<file path="src/hw/rtl/assert_macros.svh">
// assertion macros shared by the rate limiter rtl
// no dependencies; included by files that carry concurrent checks
`ifndef ASSERT_MACROS_SVH
`define ASSERT_MACROS_SVH
`ifndef SYNTHESIS
// antecedent implies consequent in the same cycle
`define ASSERT_IMPLY(lbl, clk, rst_n, ante, cons, msg) \
    lbl: assert property (@(posedge clk) disable iff (!rst_n) (ante) |-> (cons)) \
        else $error(msg);
// antecedent implies consequent in the next cycle
`define ASSERT_NEXT(lbl, clk, rst_n, ante, cons, msg) \
    lbl: assert property (@(posedge clk) disable iff (!rst_n) (ante) |=> (cons)) \
        else $error(msg);
`else
`define ASSERT_IMPLY(lbl, clk, rst_n, ante, cons, msg)
`define ASSERT_NEXT(lbl, clk, rst_n, ante, cons, msg)
`endif
`endif

</file>
<file path="src/hw/rtl/srl_pkg.sv">
// shared types, codes and constants of the source reputation rate limiter
// no dependencies; imported by every module of the block
package srl_pkg;

    // score limits
    localparam logic signed [15:0] SCORE_MIN = -16'sd3000;
    localparam logic signed [15:0] SCORE_MAX = 16'sd100;

    // request kinds
    localparam logic [2:0] FN_ADJUST    = 3'd0;
    localparam logic [2:0] FN_DIRECT    = 3'd1;
    localparam logic [2:0] FN_RELAY     = 3'd2;
    localparam logic [2:0] FN_SET       = 3'd3;
    localparam logic [2:0] FN_RESET     = 3'd4;
    localparam logic [2:0] FN_RESET_ALL = 3'd5;

    // result status codes
    localparam logic [1:0] STAT_DONE   = 2'd0;
    localparam logic [1:0] STAT_FULL   = 2'd1;
    localparam logic [1:0] STAT_REJECT = 2'd2;

    // configuration register indexes
    localparam int CFG_AW = 3;
    localparam logic [CFG_AW-1:0] CFG_IMPROVE_INTERVAL = 3'd0;
    localparam logic [CFG_AW-1:0] CFG_IMPROVE_STEP     = 3'd1;
    localparam logic [CFG_AW-1:0] CFG_ATTEMPT_PENALTY  = 3'd2;
    localparam logic [CFG_AW-1:0] CFG_ACCEPT_THRESHOLD = 3'd3;
    localparam logic [CFG_AW-1:0] CFG_DIRECT_INTERVAL  = 3'd4;
    localparam logic [CFG_AW-1:0] CFG_DIRECT_MAX       = 3'd5;
    localparam logic [CFG_AW-1:0] CFG_RELAY_INTERVAL   = 3'd6;
    localparam logic [CFG_AW-1:0] CFG_RELAY_MAX        = 3'd7;

    typedef struct packed {
        logic [15:0]        improve_interval;
        logic [11:0]        improve_step;
        logic [11:0]        attempt_penalty;
        logic signed [15:0] accept_threshold;
        logic [15:0]        direct_interval;
        logic [15:0]        direct_max;
        logic [15:0]        relay_interval;
        logic [15:0]        relay_max;
    } srl_cfg_t;

    // fixed result loads requested by the controller
    typedef enum logic [1:0] {
        RES_NONE,
        RES_REJECT,
        RES_FULL,
        RES_CLEAR
    } srl_res_t;

    typedef struct packed {
        logic     load;
        logic     scan;
        logic     insert;
        logic     read;
        logic     load_work;
        logic     f_one;
        logic     div_start;
        logic     f_div;
        logic     mul;
        logic     credit;
        logic     exec;
        logic     sweep;
        logic     push;
        srl_res_t res;
    } srl_cmd_t;

    typedef struct packed {
        logic [2:0] func;
        logic       hit;
        logic       scan_end;
        logic       free_any;
        logic       scan_last;
        logic       imp_need;
        logic       ivl_zero;
        logic       div_done;
        logic       out_space;
    } srl_sts_t;

    typedef enum logic [3:0] {
        S_IDLE,
        S_DISPATCH,
        S_SCAN,
        S_INSERT,
        S_READ,
        S_LOAD,
        S_ADJ,
        S_DIV,
        S_MUL,
        S_CREDIT,
        S_EXEC,
        S_SWEEP,
        S_PUSH
    } srl_state_t;

    typedef struct packed {
        logic signed [15:0] score;
        logic [31:0]        stamp;
    } srl_rep_t;

    typedef struct packed {
        logic [15:0] dcnt;
        logic [31:0] dstamp;
        logic [15:0] rcnt;
        logic [31:0] rstamp;
    } srl_att_t;

    // saturate a widened score into the legal range
    function automatic logic signed [15:0] clamp_score(input logic signed [16:0] v);
        logic signed [15:0] r;
        if (v > SCORE_MAX)
            r = SCORE_MAX;
        else if (v < SCORE_MIN)
            r = SCORE_MIN;
        else
            r = v[15:0];
        return r;
    endfunction

endpackage

</file>
<file path="src/hw/rtl/srl_ctrl.sv">
// controller state machine of the rate limiter, sequences the datapath steps
// depends on srl_pkg and assert_macros.svh
`include "assert_macros.svh"
module srl_ctrl
    import srl_pkg::*;
(
    input  logic     clk,
    input  logic     rst_n,
    input  logic     in_valid,
    output logic     in_ready,
    input  srl_sts_t sts,
    output srl_cmd_t cmd
);

    srl_state_t state_reg, state_next;

    always_ff @(posedge clk or negedge rst_n)
    begin
        if (!rst_n)
            state_reg <= S_IDLE;
        else
            state_reg <= state_next;
    end

    // next state and commands
    always_comb
    begin
        state_next = state_reg;
        cmd        = '0;
        cmd.res    = RES_NONE;
        in_ready   = 1'b0;
        case (state_reg)
            S_IDLE:
            begin
                in_ready = 1'b1;
                if (in_valid)
                begin
                    cmd.load   = 1'b1;
                    state_next = S_DISPATCH;
                end
            end
            S_DISPATCH:
            begin
                if (sts.func == FN_RESET_ALL)
                    state_next = S_SWEEP;
                else if (sts.func inside {FN_ADJUST, FN_DIRECT, FN_RELAY, FN_SET, FN_RESET})
                    state_next = S_SCAN;
                else
                begin
                    cmd.res    = RES_REJECT;
                    state_next = S_PUSH;
                end
            end
            S_SCAN:
            begin
                cmd.scan = 1'b1;
                if (sts.hit)
                    state_next = S_READ;
                else if (sts.scan_end && sts.free_any)
                    state_next = S_INSERT;
                else if (sts.scan_end)
                begin
                    cmd.res    = RES_FULL;
                    state_next = S_PUSH;
                end
            end
            S_INSERT:
            begin
                cmd.insert = 1'b1;
                state_next = S_READ;
            end
            S_READ:
            begin
                cmd.read   = 1'b1;
                state_next = S_LOAD;
            end
            S_LOAD:
            begin
                cmd.load_work = 1'b1;
                state_next    = (sts.func == FN_ADJUST) ? S_ADJ : S_EXEC;
            end
            S_ADJ:
            begin
                if (!sts.imp_need)
                    state_next = S_EXEC;
                else if (sts.ivl_zero)
                begin
                    cmd.f_one  = 1'b1;
                    state_next = S_MUL;
                end
                else
                begin
                    cmd.div_start = 1'b1;
                    state_next    = S_DIV;
                end
            end
            S_DIV:
            begin
                if (sts.div_done)
                begin
                    cmd.f_div  = 1'b1;
                    state_next = S_MUL;
                end
            end
            S_MUL:
            begin
                cmd.mul    = 1'b1;
                state_next = S_CREDIT;
            end
            S_CREDIT:
            begin
                cmd.credit = 1'b1;
                state_next = S_EXEC;
            end
            S_EXEC:
            begin
                cmd.exec   = 1'b1;
                state_next = S_PUSH;
            end
            S_SWEEP:
            begin
                cmd.sweep = 1'b1;
                if (sts.scan_last)
                begin
                    cmd.res    = RES_CLEAR;
                    state_next = S_PUSH;
                end
            end
            S_PUSH:
            begin
                if (sts.out_space)
                begin
                    cmd.push   = 1'b1;
                    state_next = S_IDLE;
                end
            end
            default:
            begin
                state_next = S_IDLE;
            end
        endcase
    end

    // checks
    `ASSERT_IMPLY(a_div_nonzero, clk, rst_n, cmd.div_start, !sts.ivl_zero, "divider started with zero interval")
    `ASSERT_IMPLY(a_load_ready, clk, rst_n, cmd.load, in_ready, "request loaded while not ready")
    `ASSERT_NEXT(a_push_idle, clk, rst_n, cmd.push, state_reg == S_IDLE, "no return to idle after push")

endmodule

</file>
<file path="config.mk">
export PLATFORM = sky130hd
export DESIGN_NAME = srl_ctrl
export DESIGN_NICKNAME = d
export VERILOG_FILES = /design/src/hw/rtl/srl_pkg.sv /design/src/hw/rtl/srl_ctrl.sv
export VERILOG_INCLUDE_DIRS = /design/src /design/src/hw/rtl
export SDC_FILE = /design/constraint.sdc
export NUM_CORES = 1
export LEC_CHECK = 0
export BUFFER_PORTS_ARGS = -buffer_cell sky130_fd_sc_hd__clkbuf_2
export CELL_PAD_IN_SITES_DETAIL_PLACEMENT = 1
export CELL_PAD_IN_SITES_GLOBAL_PLACEMENT = 1
export CORE_MARGIN = 5
export CORE_UTILIZATION = 32
export CTS_CLUSTER_SIZE = 40
export DETAILED_ROUTE_END_ITERATION = 6
export GPL_TIMING_DRIVEN = 0
export PLACE_DENSITY_LB_ADDON = 0.1
export SETUP_SLACK_MARGIN = 0.3
export SYNTH_ARGS = -nofsm -noshare
export SYNTH_HDL_FRONTEND = slang
export SYNTH_SLANG_ARGS = --single-unit
</file>
<file path="constraint.sdc">
create_clock -name clk -period 2.3 [get_ports clk]
set_clock_uncertainty 0.05 [all_clocks]
set_input_delay 0.46 -clock clk [delete_from_list [all_inputs] [get_ports clk]]
set_output_delay 0.46 -clock clk [all_outputs]
set_load 0.005 [all_outputs]
</file>
Word-level counts from Yosys, hierarchy flattened
Cells that the tools add are included.

Flip-flop bits (word level): 4. Output and inout port bits: 16. Word-level logic and storage cells: 67. Bits of input ports: 14.

Muxes and demuxes: 39. Equal/unequal tests: 22. Reductions and logical operators: 5.

Operators by type and width (number): one-hot mux 4 bit (13 select lines) (1); two-way mux 4 bit (12); == test 4 bit (second input constant) (5); two-way mux 1 bit (19); == test 4 x 3 -> 1 bit (second input constant) (4); two-way mux 2 bit (6); == test 4 x 2 -> 1 bit (second input constant) (2); != test 2 bit (second input constant) (4); == test 3 x 2 -> 1 bit (second input constant) (2); == test 3 bit (second input constant) (2); one-hot mux 2 bit (3 select lines) (1); AND reduction 5 bit (1); nonzero test 5 bit (1); == test 4 x 1 -> 1 bit (second input constant) (1); logical NOT 4 bit (1); != test 4 bit (second input constant) (1); == test 3 x 1 -> 1 bit (second input constant) (1); logical NOT 3 bit (1); logical AND 1 bit (1).

Longest topological paths before layout
Depth after elaboration: 5. Mapped depth: 5.

Worst setup path after synthesis
No wires, ideal clock.

Kind: flip-flop to output port. Start point: reg state_reg[3]. End point: out cmd[1] (netlist bit). Required time: 1.790 ns. Path slack: 0.499 ns. Arrival: 1.291 ns. Cell stages (with the launch flop): 3. Cells stage by stage: dfrtp_1 > or4b_4 > o41ai_1.

RTL lines: start, declared (RTL line srl_ctrl.sv:15) `srl_state_t state_reg, state_next;`; start signal, assigned (RTL line srl_ctrl.sv:22) `state_reg <= state_next;`; end, declared (RTL line srl_ctrl.sv:12) `output srl_cmd_t cmd`.

==> metrics.md <==
| Metric | Value |
|---|---|
| FF-to-FF End | state_reg[3]$_DFFE_PN0P_ |
| Starting Density | 34.1% |
| HPWL after DPL | 1710 um |
| Port Buffer Count | 29 |
| Post-synthesis sequential area ratio | 16.8% |
| DR iter-0 viols | 10 |
| Clock Sink Count | 4 |
| Fin crit period | 2140 ps |
| GRT met1 Usage | 24.2% |
| DR pass1 iterations | 4 |
| Unrepaired setup endpoints after global routing | true |
| R2R cell count | 6 |
| N_diodes | 0 |
| Setup-failing EPs final | 0 |
| Die area | 0.00282 sq mm |
| Worst slew pin tran | 299 ps |
| Die Wd | 53.1 um |
| DRC viols | 0 |
| Max reg flops | 4 |
| IO Count | 30 |
| Pwr/cell area | 1110 mW/mm^2 |
| Synth Register Bits | 4 |
| Startpoint type of the worst setup path | flip-flop |
| Core ar. | 0.00175 sq mm |
| Synth top area share | 16.8% |
| Most Crowded Layer GR | met2 |
| Max Buffers Root-to-Sink | 2 |
| Outcome | finished, final reports clean |
| Vias in the first global route | 820 |
| Number of synthesized flops with an enable pin | 0 |
| CTS Buf Count | 3 |
| GP Congestion | 0.824 |
| Worst reg2reg setup slack | 390 ps |
| Period utilisation layout | 93.2% |
| Max Freq | 467 MHz |
| Synthesized Nets | 99 |
| Post-synthesis cell count | 85 |
| CTS tree | yes |
| R2r startpoint | state_reg[3]$_DFFE_PN0P_ |
| Worst rel slew slack | 79.8% |
| Final Hold Fails | 0 |
| Crit path from | state_reg[3]$_DFFE_PN0P_ |
| Synthesis-to-layout area growth | 58.2% |
| WL final | 2410 um |
| Asr flop ratio synth | 100% |
| Met3 usage | 2.82% |
| CP max FO | 6 |
| Worst Path Arrival | 1630 ps |
| Mapped Avg Cell Area | 7.01 sq um |
| Top FF cell, synth | dfrtp_1 |
| Overall Global Routing Usage | 17.9% |
| Number of vias per cell | 5.38 |
| Crit path kind | reg2out |
| Antenna violations before repair | 0 |
| Htree depth | 1 |
| Max cap viols | 0 |
| Largest area contributor in the netlist | dfrtp_1 |
| Die H | 53.1 um |
| Hold Path Class | in2async |
| Wire length per cell | 15.9 um |
| Largest net degree at the start of global routing | 11 |
| Synth area leaders | dfrtp_1 17%, a21oi_1 5.0%, nor3_1 5.0% |
| Layout cells sized above 1 | 47.6% |
| Row count | 15 |
| GRT met2 Usage | 30.4% |
| Root Driver | clkbuf_4 |
| First-pass GRT wire length | 3790 um |
| Worst Setup End Kind | output port |
| Fin nets | 142 |
| Yosys cell types | 39 |
| Slew Limit Fails | 0 |
| Netlist Area Pre-Place | 596 sq um |
| Fin util | 54.0% |
| CP endpoint | cmd[1] |
| Yosys warnings | 0 |
| Peak VDD IR | 0.612 mV |
| GRT overflow | 0 |
| Antenna Nets Post-Route | 0 |
| DR vias | 813 |
| Setup TNS | 0 ps |
| Lkg Pwr | 0.000442 uW |
| Clock-pin slew on the worst setup and hold paths | 40 ps |
| Clock Latency Late Sink | 240 ps |
| Worst Path Required | 1790 ps |
-- Yosys cell counts, drive strengths merged, types with 3 or more instances --
cell type and instances:
o31ai 3, o21ai 3, nand3 3, dfrtp 4, inv 5, clkbuf 3, nand2b 4, a21oi 7
nor3 7, nand2 8, nor2 8
-- kinds of logic after synthesis --
family / after synthesis / share of synthesized area, %
DFF: 4 / 16.8
buffers and inverters: 9 / 5.88
AOI/OAI and AO/OA: 23 / 27.9
and+or+nand+nor: 49 / 49.4
-- per-stage QoR --
stage / instances / total power [uW] / worst slack (ps) / hold WS [ps] / cell area (sq um)
6_report: 151 / 1050 / 157 / 513 / 942
5_1_grt: 151 / 1140 / 113 / 529 / 942
4_1_cts: 147 / 962 / 208 / 515 / 885
3_5_place_dp: 139 / 746 / 187 / 220 / 772
3_3_place_gp: 139 / 740 / 241 / 216 / 772
2_1_floorplan: 85 / 549 / 499 / 114 / 596
-- critical path, cell delays in order, from the launching register on --
cell and delay, ps:
dfrtp_2 440, or4b_4 570, o41ai_4 220, buf_2 160
-- worst min-delay path by stage --
stage,start,to,slack [ps],cells past startpoint
after floorplan,rst_n,state_reg[0]$_DFFE_PN0P_,110,0
after global placement,rst_n,state_reg[3]$_DFFE_PN0P_,220,1
after detailed placement,rst_n,state_reg[2]$_DFFE_PN0P_,220,1
after CTS,rst_n,state_reg[3]$_DFFE_PN0P_,510,2
after global routing,rst_n,state_reg[2]$_DFFE_PN0P_,530,2
final,rst_n,state_reg[3]$_DFFE_PN0P_,510,2
-- metal layers --
| layer | wire [um] | up-vias |
|---|---|---|
| met5 | 0 | - |
| met4 | 0 | 0 |
| met3 | 97 | 0 |
| met2 | 1210 | 19 |
| met1 | 1100 | 387 |
| li1 | - | 407 |
-- placed cells by master, fill, tap and decap left out, types with 2 or more instances in the layout --
master     n
dfrtp_2    3
nor3b_1    2
or4_1      2
nand2b_4   2
buf_4      9
inv_1      5
nor2_1     7
nand2b_1   2
nand3_1    3
clkbuf_2  28
nor2b_1    2
a21oi_1    6
clkbuf_4   5
o31ai_1    3
and3_1     2
o21ai_0    2
nand2_1    8
nor3_1     5
-- report_power, final --
part,total [uW],switching (uW),leakage [uW],internal [uW]
sequential,160,50.4,0.0000464,110
combinational,798,420,0.000382,378
clock,88.3,29.9,0.0000138,58.5
total,1050,500,0.000442,546
-- area by class of cell --
| type | instances | area, sq um |
|---|---|---|
| flip-flops and latches | 4 | 104 |
| repair buffers | 38 | 215 |
| multi-input cells | 72 | 517 |
| fillers | 241 | 803 |
| inverters | 5 | 18.8 |
| clock buffers | 3 | 22.5 |
| well taps | 25 | 31.3 |
| plain buffers | 4 | 33.8 |
-- what timing repair did --
action / 4_1_cts / 5_1_grt
hold endpoints to repair: 4 / 0
cloned: 0 / 0
pin swaps: 1 / 1
endpoints found under the setup margin: 16 / 6
hold buffers: 1 / 0
buffers inserted: 4 / 4
resized for setup: 17 / 6
No activity file was read; power rests on OpenSTA's default activity.
