[src/hw/rtl/assert_macros.svh]
// assertion macros shared by the rate limiter rtl
// no dependencies; included by files that carry concurrent checks
`ifndef ASSERT_MACROS_SVH
`define ASSERT_MACROS_SVH
`ifndef SYNTHESIS
// antecedent implies consequent in the same cycle
`define ASSERT_IMPLY(lbl, clk, rst_n, ante, cons, msg) \
    lbl: assert property (@(posedge clk) disable iff (!rst_n) (ante) |-> (cons)) \
        else $error(msg);
// antecedent implies consequent in the next cycle
`define ASSERT_NEXT(lbl, clk, rst_n, ante, cons, msg) \
    lbl: assert property (@(posedge clk) disable iff (!rst_n) (ante) |=> (cons)) \
        else $error(msg);
`else
`define ASSERT_IMPLY(lbl, clk, rst_n, ante, cons, msg)
`define ASSERT_NEXT(lbl, clk, rst_n, ante, cons, msg)
`endif
`endif

[src/hw/rtl/srl_pkg.sv]
// shared types, codes and constants of the source reputation rate limiter
// no dependencies; imported by every module of the block
package srl_pkg;

    // score limits
    localparam logic signed [15:0] SCORE_MIN = -16'sd3000;
    localparam logic signed [15:0] SCORE_MAX = 16'sd100;

    // request kinds
    localparam logic [2:0] FN_ADJUST    = 3'd0;
    localparam logic [2:0] FN_DIRECT    = 3'd1;
    localparam logic [2:0] FN_RELAY     = 3'd2;
    localparam logic [2:0] FN_SET       = 3'd3;
    localparam logic [2:0] FN_RESET     = 3'd4;
    localparam logic [2:0] FN_RESET_ALL = 3'd5;

    // result status codes
    localparam logic [1:0] STAT_DONE   = 2'd0;
    localparam logic [1:0] STAT_FULL   = 2'd1;
    localparam logic [1:0] STAT_REJECT = 2'd2;

    // configuration register indexes
    localparam int CFG_AW = 3;
    localparam logic [CFG_AW-1:0] CFG_IMPROVE_INTERVAL = 3'd0;
    localparam logic [CFG_AW-1:0] CFG_IMPROVE_STEP     = 3'd1;
    localparam logic [CFG_AW-1:0] CFG_ATTEMPT_PENALTY  = 3'd2;
    localparam logic [CFG_AW-1:0] CFG_ACCEPT_THRESHOLD = 3'd3;
    localparam logic [CFG_AW-1:0] CFG_DIRECT_INTERVAL  = 3'd4;
    localparam logic [CFG_AW-1:0] CFG_DIRECT_MAX       = 3'd5;
    localparam logic [CFG_AW-1:0] CFG_RELAY_INTERVAL   = 3'd6;
    localparam logic [CFG_AW-1:0] CFG_RELAY_MAX        = 3'd7;

    typedef struct packed {
        logic [15:0]        improve_interval;
        logic [11:0]        improve_step;
        logic [11:0]        attempt_penalty;
        logic signed [15:0] accept_threshold;
        logic [15:0]        direct_interval;
        logic [15:0]        direct_max;
        logic [15:0]        relay_interval;
        logic [15:0]        relay_max;
    } srl_cfg_t;

    // fixed result loads requested by the controller
    typedef enum logic [1:0] {
        RES_NONE,
        RES_REJECT,
        RES_FULL,
        RES_CLEAR
    } srl_res_t;

    typedef struct packed {
        logic     load;
        logic     scan;
        logic     insert;
        logic     read;
        logic     load_work;
        logic     f_one;
        logic     div_start;
        logic     f_div;
        logic     mul;
        logic     credit;
        logic     exec;
        logic     sweep;
        logic     push;
        srl_res_t res;
    } srl_cmd_t;

    typedef struct packed {
        logic [2:0] func;
        logic       hit;
        logic       scan_end;
        logic       free_any;
        logic       scan_last;
        logic       imp_need;
        logic       ivl_zero;
        logic       div_done;
        logic       out_space;
    } srl_sts_t;

    typedef enum logic [3:0] {
        S_IDLE,
        S_DISPATCH,
        S_SCAN,
        S_INSERT,
        S_READ,
        S_LOAD,
        S_ADJ,
        S_DIV,
        S_MUL,
        S_CREDIT,
        S_EXEC,
        S_SWEEP,
        S_PUSH
    } srl_state_t;

    typedef struct packed {
        logic signed [15:0] score;
        logic [31:0]        stamp;
    } srl_rep_t;

    typedef struct packed {
        logic [15:0] dcnt;
        logic [31:0] dstamp;
        logic [15:0] rcnt;
        logic [31:0] rstamp;
    } srl_att_t;

    // saturate a widened score into the legal range
    function automatic logic signed [15:0] clamp_score(input logic signed [16:0] v);
        logic signed [15:0] r;
        if (v > SCORE_MAX)
            r = SCORE_MAX;
        else if (v < SCORE_MIN)
            r = SCORE_MIN;
        else
            r = v[15:0];
        return r;
    endfunction

endpackage

[src/hw/rtl/srl_cfg.sv]
// configuration register bank of the rate limiter
// depends on srl_pkg
module srl_cfg
    import srl_pkg::*;
(
    input  logic              clk,
    input  logic              rst_n,
    input  logic              cfg_we,
    input  logic [CFG_AW-1:0] cfg_addr,
    input  logic [15:0]       cfg_wdata,
    output srl_cfg_t          cfg
);

    srl_cfg_t cfg_reg, cfg_next;

    // register write decode
    always_comb
    begin
        cfg_next = cfg_reg;
        if (cfg_we)
        begin
            case (cfg_addr)
                CFG_IMPROVE_INTERVAL: cfg_next.improve_interval = cfg_wdata;
                CFG_IMPROVE_STEP:     cfg_next.improve_step     = cfg_wdata[11:0];
                CFG_ATTEMPT_PENALTY:  cfg_next.attempt_penalty  = cfg_wdata[11:0];
                CFG_ACCEPT_THRESHOLD: cfg_next.accept_threshold = $signed(cfg_wdata);
                CFG_DIRECT_INTERVAL:  cfg_next.direct_interval  = cfg_wdata;
                CFG_DIRECT_MAX:       cfg_next.direct_max       = cfg_wdata;
                CFG_RELAY_INTERVAL:   cfg_next.relay_interval   = cfg_wdata;
                CFG_RELAY_MAX:        cfg_next.relay_max        = cfg_wdata;
                default:              cfg_next = cfg_reg;
            endcase
        end
    end

    always_ff @(posedge clk or negedge rst_n)
    begin
        if (!rst_n)
        begin
            cfg_reg.improve_interval <= 16'd300;
            cfg_reg.improve_step     <= 12'd1;
            cfg_reg.attempt_penalty  <= 12'd20;
            cfg_reg.accept_threshold <= 16'sd0;
            cfg_reg.direct_interval  <= 16'd10;
            cfg_reg.direct_max       <= 16'd2;
            cfg_reg.relay_interval   <= 16'd10;
            cfg_reg.relay_max        <= 16'd2;
        end
        else
        begin
            cfg_reg <= cfg_next;
        end
    end

    assign cfg = cfg_reg;

endmodule

[config.mk]
export PLATFORM = sky130hd
export DESIGN_NAME = srl_cfg
export DESIGN_NICKNAME = d
export VERILOG_FILES = /design/src/hw/rtl/assert_macros.svh /design/src/hw/rtl/srl_pkg.sv /design/src/hw/rtl/srl_cfg.sv
export SDC_FILE = /design/constraint.sdc
export NUM_CORES = 1
export LEC_CHECK = 0
export ABC_AREA = 1
export BUFFER_PORTS_ARGS = -buffer_cell sky130_fd_sc_hd__buf_2
export CAP_MARGIN = 20
export CORE_MARGIN = 2
export CORE_UTILIZATION = 40
export CTS_CLUSTER_DIAMETER = 150
export DETAILED_ROUTE_END_ITERATION = 10
export PLACE_DENSITY = 0.64
export RECOVER_POWER = 25
export SKIP_LAST_GASP = 1
export SLEW_MARGIN = 5
export SYNTH_ARGS = -nofsm -noshare
export SYNTH_HDL_FRONTEND = slang
export SYNTH_SLANG_ARGS = --single-unit
[constraint.sdc]
create_clock -name clk -period 1.35 [get_ports clk]
set_input_delay 0.0675 -clock clk [delete_from_list [all_inputs] [get_ports clk]]
set_output_delay 0.0675 -clock clk [all_outputs]
set_load 0.1 [all_outputs]
# Word level (Yosys, flattened, before mapping)
# Index checks and enable logic that the tools add are counted.
[word_totals]
register_bits = 120
inputBits = 22
output_inout_bits = 120
[op_classes]
eq_ne = 7
reduce_logical = 9
[op_table]
columns = ["operator", "count"]
rows = [
  ["AND reduction 2 bit", 8],
  ["== test 3 bit (second input constant)", 4],
  ["== test 3 x 2 -> 1 bit (second input constant)", 2],
  ["== test 3 x 1 -> 1 bit (second input constant)", 1],
  ["logical NOT 3 bit", 1],
]

# Depth between registers and ports, before layout
# Gate-level depths: netlist of the first run.
[depth]
ltp_word = 2
mapped_depth = 7
depth_no_buf = 5

# Worst setup path before layout of the first run
# OpenSTA, ideal clock, no wires.
[synth_path]
path_kind = "reg-to-reg"
from = "register cfg[16] (netlist name)"
to = "register cfg_reg, in the netlist cfg[16]"
setup_ns = 0.068
arrival_ns = 1.088
required_ns = 1.282
path_slack_ns = 0.194
stages_incl_launch_ff = 3
synth_period_minus_slack_ns = 1.156
path_cell_list = "dfrtp_1 nand2_1 nand2_1"
[synth_rtl]
columns = ["item", "line_no", "source"]
rows = [
  ["end signal, assigned", "srl_cfg.sv:51", "cfg_reg <= cfg_next;"],
  ["end, declared", "srl_cfg.sv:14", "srl_cfg_t cfg_reg, cfg_next;"],
]

# Worst setup path after layout of the first run
[layout_path]
from = "register cfg_reg, in the netlist cfg[1]"
to = "output port cfg[1] (netlist name)"
[layout_rtl]
columns = ["item", "line_no", "source"]
rows = [
  ["end, declared", "srl_cfg.sv:11", "output srl_cfg_t cfg"],
]
# No word-level cell between the ends.

==> results of run 1 <==
==> area by class of cell <==
type	count	area, µm²	area share [%]
clock buffers	22	474	7.42
clock inverters	10	100	1.57
inverters	6	22.5	0.352
multi-input cells	381	1530	23.9
flip-flops and latches	120	3020	47.2
well taps	143	179	2.80
repair buffers	177	1070	16.7
==> worst max-delay path by stage <==
stage,start,end,slack (ns),cells past startpoint
after global placement,cfg_we,cfg[83],0.23,6
after detailed placement,cfg_addr[2],cfg[38],0.15,6
after global routing,cfg[1],cfg[1],0.005,1
after floorplan,cfg[16],cfg[16],0.19,2
final,cfg[1],cfg[1],0.03,1
after CTS,cfg[112],cfg[112],0.02,1
==> placed cells by master (no fill, tap or decap) <==
master	instances
sky130_fd_sc_hd__nand2_1	313
sky130_fd_sc_hd__buf_2	127
sky130_fd_sc_hd__dfrtp_1	107
sky130_fd_sc_hd__nand3_1	56
sky130_fd_sc_hd__buf_4	30
sky130_fd_sc_hd__clkbuf_16	17
sky130_fd_sc_hd__dlygate4sd3_1	15
sky130_fd_sc_hd__dfstp_2	13
sky130_fd_sc_hd__clkinv_2	8
sky130_fd_sc_hd__inv_1	6
sky130_fd_sc_hd__nand2_2	4
sky130_fd_sc_hd__nor2_1	4
sky130_fd_sc_hd__nor2_2	3
sky130_fd_sc_hd__clkbuf_1	3
sky130_fd_sc_hd__clkbuf_8	3
sky130_fd_sc_hd__bufinv_16	2
sky130_fd_sc_hd__buf_12	2
sky130_fd_sc_hd__clkbuf_4	2
sky130_fd_sc_hd__nor2_4	1
==> metal layers <==
layer	part of all wire, %	global-route usage (%)
met4	1.2	7.15
met1	44	29.2
met2	47	33.7
met3	8.5	8.37
met5	0.096	0
==> what timing repair did <==
action / CTS / global route
endpoints found under the hold margin: 184 / 0
hold buffers: 15 / 0
endpoints found under the setup margin: 11 / 53
resized for setup: 11 / 4
==> per-stage QoR <==
step | setup WS, ns | utilization, % | instances | hold WS (ns)
after floorplan | 0.194 | - | 542 | -0.228
after global placement | 0.232 | 49.3 | 812 | 0.0933
after detailed placement | 0.153 | 49.3 | 812 | 0.0984
after CTS | 0.0171 | 55.9 | 859 | 0.00675
after global routing | 0.00546 | 55.7 | 859 | 0.0169
final | 0.0289 | 55.7 | 859 | 0.0173
==> kinds of logic (layout without fill, tap and decap cells) <==
logic type    count (synthesis)  in the layout  share of synthesized area [%]
simple gates                381            381                           32.0
flops                       120            120                           64.2
buf+inv                      41            215                           3.80
==> report_power, final <==
group | switching, W | internal (W) | leakage [nW]
Clock | 0.00154 | 0.00283 | 0.293
Sequential | 0.000408 | 0.00433 | 1.48
Combinational | 0.00596 | 0.000886 | 1.88
==> impl_metrics.ini, run 1 <==
[clock_network]
cts_num_sinks = 120
numCtsBuffers = 17
ctsLongestPathBuffers = 2
htreeDepth = 4
post_cts.repair.setup_buffers = 0
clock_tree.root_cell = sky130_fd_sc_hd__clkbuf_16
path_clk_slew_ns = 0.05
clk-insertion-delay-late_ns = 0.41
cts_tree = done

[cells_and_area]
flow.area_growth_from_synthesis_pct = 35.8
finalInstanceArea_um2 = 6390
design.final.nets = 725
largest_reg_flops = 120
insertedDiodeCount = 0
post_route_cells_drive_above_1_share_pct = 29.6
nFillCells = 1052

[routing]
drt_drc_violations_left = 0
detail_route.iter0.violations = 312
vias = 4171
antenna_violating_nets_post_route = 0
via_per_inst = 4.86
detail_route.first_pass.iterations = 5
drt-wirelength-per-cell_um = 15.8
route.final.wire_length_um = 13600

[critical_path]
critical_path_peak_fanout = 2
crit_buf_inv = 1
largest_stage_delay_on_the_critical_path_ns = 0.55
slowest_stage = sky130_fd_sc_hd__dfstp_2
critical_path.reg2reg.endpoint = cfg[17]
startpoint_of_the_lowest_slack_register_to_register_path = cfg[17]
worstSetupEndpointType = primary output
worstPathCellList = buf_4
worst_ep_arrival_time_ns = 1.25
ff2ff_setup_slack_ns = 0.62
critical_path_class = flip-flop to primary output
r2r_cells = 2
crit_family = flip-flops
worst_ep_required_time_ns = 1.28
startpoint_type = flip-flop

[min_path]
worst_hold_path_type = primary input to flip-flop
worst_hold_startpoint = cfg_wdata[8]
worstHoldEndpoint = cfg[112]
min_delay_path_depth = 3

[sta]
final_hold_vio_count = 0
timing.setup.tns_ns = 0
final.period_utilization_pct = 97.9
worst_slew_margin_rel_pct = 40.4
max_freq_mhz = 757
timing.final.setup_violations = 0
timing_max_transition_violations_final = 0
tightestPinTransition_ns = 0.894
period_needed_ns = 1.32
rsz_0062_raised_after_global_routing = no
clock-skew-final_ns = 0

[synth]
synthesis.area_per_instance_um2 = 8.68
ys_dominant_reg_cell = sky130_fd_sc_hd__dfrtp_1
synth_fp_nets = 564
synthArstFlopShare_pct = 100
synth_common_cells = 317 x sky130_fd_sc_hd__nand2_1, 107 x sky130_fd_sc_hd__dfrtp_1, 56 x sky130_fd_sc_hd__nand3_1
syn-cell-area_um2 = 4710
netlist_top_cells_area = sky130_fd_sc_hd__dfrtp_1 57%, sky130_fd_sc_hd__nand2_1 25%, sky130_fd_sc_hd__dfstp_2 7.3%, sky130_fd_sc_hd__nand3_1 6.0%, sky130_fd_sc_hd__clkbuf_1 1.5%
synth.ff_latch_count = 120
yosys_warnings = 0
seq_area_frac_synth_pct = 64.2
synth_cells = 542
number_of_enable_flip_flop_cells_after_synthesis = 0
synth_top_area_share_pct = 56.9
largest_area_contributor_in_the_synthesized_netlist = sky130_fd_sc_hd__dfrtp_1
yosysMostFrequentCell = sky130_fd_sc_hd__nand2_1
cell_variety_after_synth = 11

[global_route]
pin_count_of_the_biggest_net_entering_global_routing = 66
grt_util_all_layers_pct = 22.0
grt_antenna_before_repair = 1
via_count_of_the_first_global_routing_pass = 4080
grt_overflow = 0
grt_pass1_wl_um = 21400

[die]
effective_utilization_at_floorplan_pct = 41.0
ioPinCount = 142
number_of_placement_rows = 39
die_width_um = 112
design.core.area_um2 = 11500
die_area_um2 = 12600
fp.dieH_um = 112

[placed_design]
buffer_ports.inserted = 141
dp_hpwl_um = 9130
placed_area_um2 = 5660
gpl.final_weighted_congestion = 0.790

[status]
status = completed

[job]
maxCapViolCount = 0

[power_and_ir_drop]
total_power_w = 0.0160
ir_drop_mv = 1.80
power_density_nw_per_um2 = 2500
leakage_nw = 3.65
No activity file was read; power rests on OpenSTA's default activity.
==> inputs of run 2 (changes only) <==
--- a/config.mk
+++ b/config.mk
@@ -8,7 +8,6 @@
 export ABC_AREA = 1
 export BUFFER_PORTS_ARGS = -buffer_cell sky130_fd_sc_hd__buf_2
 export CAP_MARGIN = 20
-export CORE_MARGIN = 2
 export CORE_UTILIZATION = 40
 export CTS_CLUSTER_DIAMETER = 150
 export DETAILED_ROUTE_END_ITERATION = 10
==> impl_metrics.ini, run 2 (synthesis results as in run 1) <==
[global_route]
gr-usage-met1_pct = 32.2
grt_most_used_layer = met2
met3_usage_pct = 7.19
grt_pass1_wl_um = 22100
pin_count_of_the_biggest_net_entering_global_routing = 47
grt_util_all_layers_pct = 23.7
grt_overflow = 0
via_count_of_the_first_global_routing_pass = 4078
grt_antenna_before_repair = 0
grt_use_met2_pct = 35.9

[routing]
drt-wirelength-per-cell_um = 15.9
detail_route.first_pass.iterations = 4
via_per_inst = 4.90
detail_route.iter0.violations = 289
vias = 4215
drt_drc_violations_left = 0
antenna_violating_nets_post_route = 0
route.final.wire_length_um = 13700

[critical_path]
critical_path_peak_fanout = 2
worst_ep_arrival_time_ns = 1.25
largest_stage_delay_on_the_critical_path_ns = 0.54
startpoint_type = flip-flop
startpoint_of_the_lowest_slack_register_to_register_path = cfg[1]
crit_buf_inv = 1
critical_path_class = flip-flop to primary output
crit_family = flip-flops
slowest_stage = sky130_fd_sc_hd__dfstp_2
critical_path.reg2reg.endpoint = cfg[1]
worstPathCellList = buf_4
r2r_cells = 2
ff2ff_setup_slack_ns = 0.59
worstSetupEndpointType = primary output
worst_ep_required_time_ns = 1.28

[min_path]
worst_hold_startpoint = cfg_wdata[10]
min_delay_path_depth = 3
worstHoldEndpoint = cfg[74]
worst_hold_path_type = primary input to flip-flop

[clock_network]
numCtsBuffers = 17
cts_tree = done
cts_num_sinks = 120
clock_tree.root_cell = sky130_fd_sc_hd__clkbuf_16
post_cts.repair.setup_buffers = 0
clk-insertion-delay-late_ns = 0.41
ctsLongestPathBuffers = 2
path_clk_slew_ns = 0.06
htreeDepth = 4

[power_and_ir_drop]
leakage_nw = 3.67
ir_drop_mv = 1.69
power_density_nw_per_um2 = 2550

[die]
number_of_placement_rows = 39
effective_utilization_at_floorplan_pct = 41.2
die_width_um = 110
ioPinCount = 142
fp.dieH_um = 110
design.core.area_um2 = 11400
die_area_um2 = 12200

[cells_and_area]
largest_reg_flops = 120
layout_common_cells = 317 x sky130_fd_sc_hd__nand2_1, 127 x sky130_fd_sc_hd__buf_2, 107 x sky130_fd_sc_hd__dfrtp_1
layout.cells.most_common = sky130_fd_sc_hd__nand2_1
nFillCells = 1058
design.final.nets = 725
flow.area_growth_from_synthesis_pct = 36.8
post_route_cells_drive_above_1_share_pct = 28.9

[sta]
final_hold_vio_count = 0
max_freq_mhz = 759
period_needed_ns = 1.32
clock-skew-final_ns = 0
final.period_utilization_pct = 97.6
tightestPinTransition_ns = 0.675
timing.final.setup_violations = 0
timing.setup.tns_ns = 0
rsz_0062_raised_after_global_routing = no
postLayoutSetupSlackWorst_ns = 0.0320
worst_slew_margin_rel_pct = 55.0
timing_max_transition_violations_final = 0

[placed_design]
buffer_ports.inserted = 141
place_worst_setup_slack_ns = 0.180
dp_hpwl_um = 9140
gpl.final_weighted_congestion = 0.802

[status]
status = completed

[job]
maxCapViolCount = 0
run 2: report_power, final:
part | internal [W] | total, W | switching [W] | leakage (nW)
combinational | 0.000863 | 0.00683 | 0.00596 | 1.87
clock | 0.00333 | 0.00488 | 0.00155 | 0.313
sequential | 0.00433 | 0.00473 | 0.000397 | 1.48
run 2: metal layers:
metal | up-vias | routed length (µm) | share of wire (%)
li1 | 1988 | - | -
met1 | 2045 | 6130 | 45
met2 | 161 | 6270 | 46
met3 | 21 | 1030 | 7.5
met4 | 0 | 234 | 1.7
met5 | - | 0 | 0
run 2: worst max path at each step:
stage	from	endpoint	cells after the start
finish	cfg[109]	cfg[109]	1
global route	cfg[112]	cfg[112]	1
CTS	cfg[1]	cfg[1]	1
detailed placement	cfg_addr[2]	cfg[38]	6
global placement	cfg_addr[2]	cfg[11]	6
floorplan	cfg[16]	cfg[16]	2
run 2: repair_timing:
action / 4_1_cts / 5_1_grt
endpoints found under the hold margin: 179 / 0
setup endpoints to repair: 13 / 1
hold buffers: 15 / 0
resized for setup: 13 / 1
run 2: area by class of cell:
| cell class | count | area (µm²) | share of cell area, % |
|---|---|---|---|
| diodes | 1 | 2.50 | 0.0389 |
| clock buffers | 25 | 505 | 7.85 |
| clock inverters | 7 | 138 | 2.14 |
| inverters | 6 | 22.5 | 0.350 |
| multi-input cells | 381 | 1520 | 23.5 |
| flip-flops and latches | 120 | 3020 | 46.9 |
| well taps | 143 | 179 | 2.78 |
| repair buffers | 177 | 1060 | 16.4 |
run 2: stage by stage:
stage	instance area, µm²	power (W)	hold slack [ns]	instances	util [%]
after floorplan	4710	0.0104	-0.228	542	-
after global placement	5630	0.0115	-0.0742	812	49.3
after detailed placement	5630	0.0115	-0.0729	812	49.3
after CTS	6450	0.0166	0.00399	859	56.5
after global routing	6430	0.0170	0.0310	859	56.4
final	6440	0.0164	0.0235	860	56.4
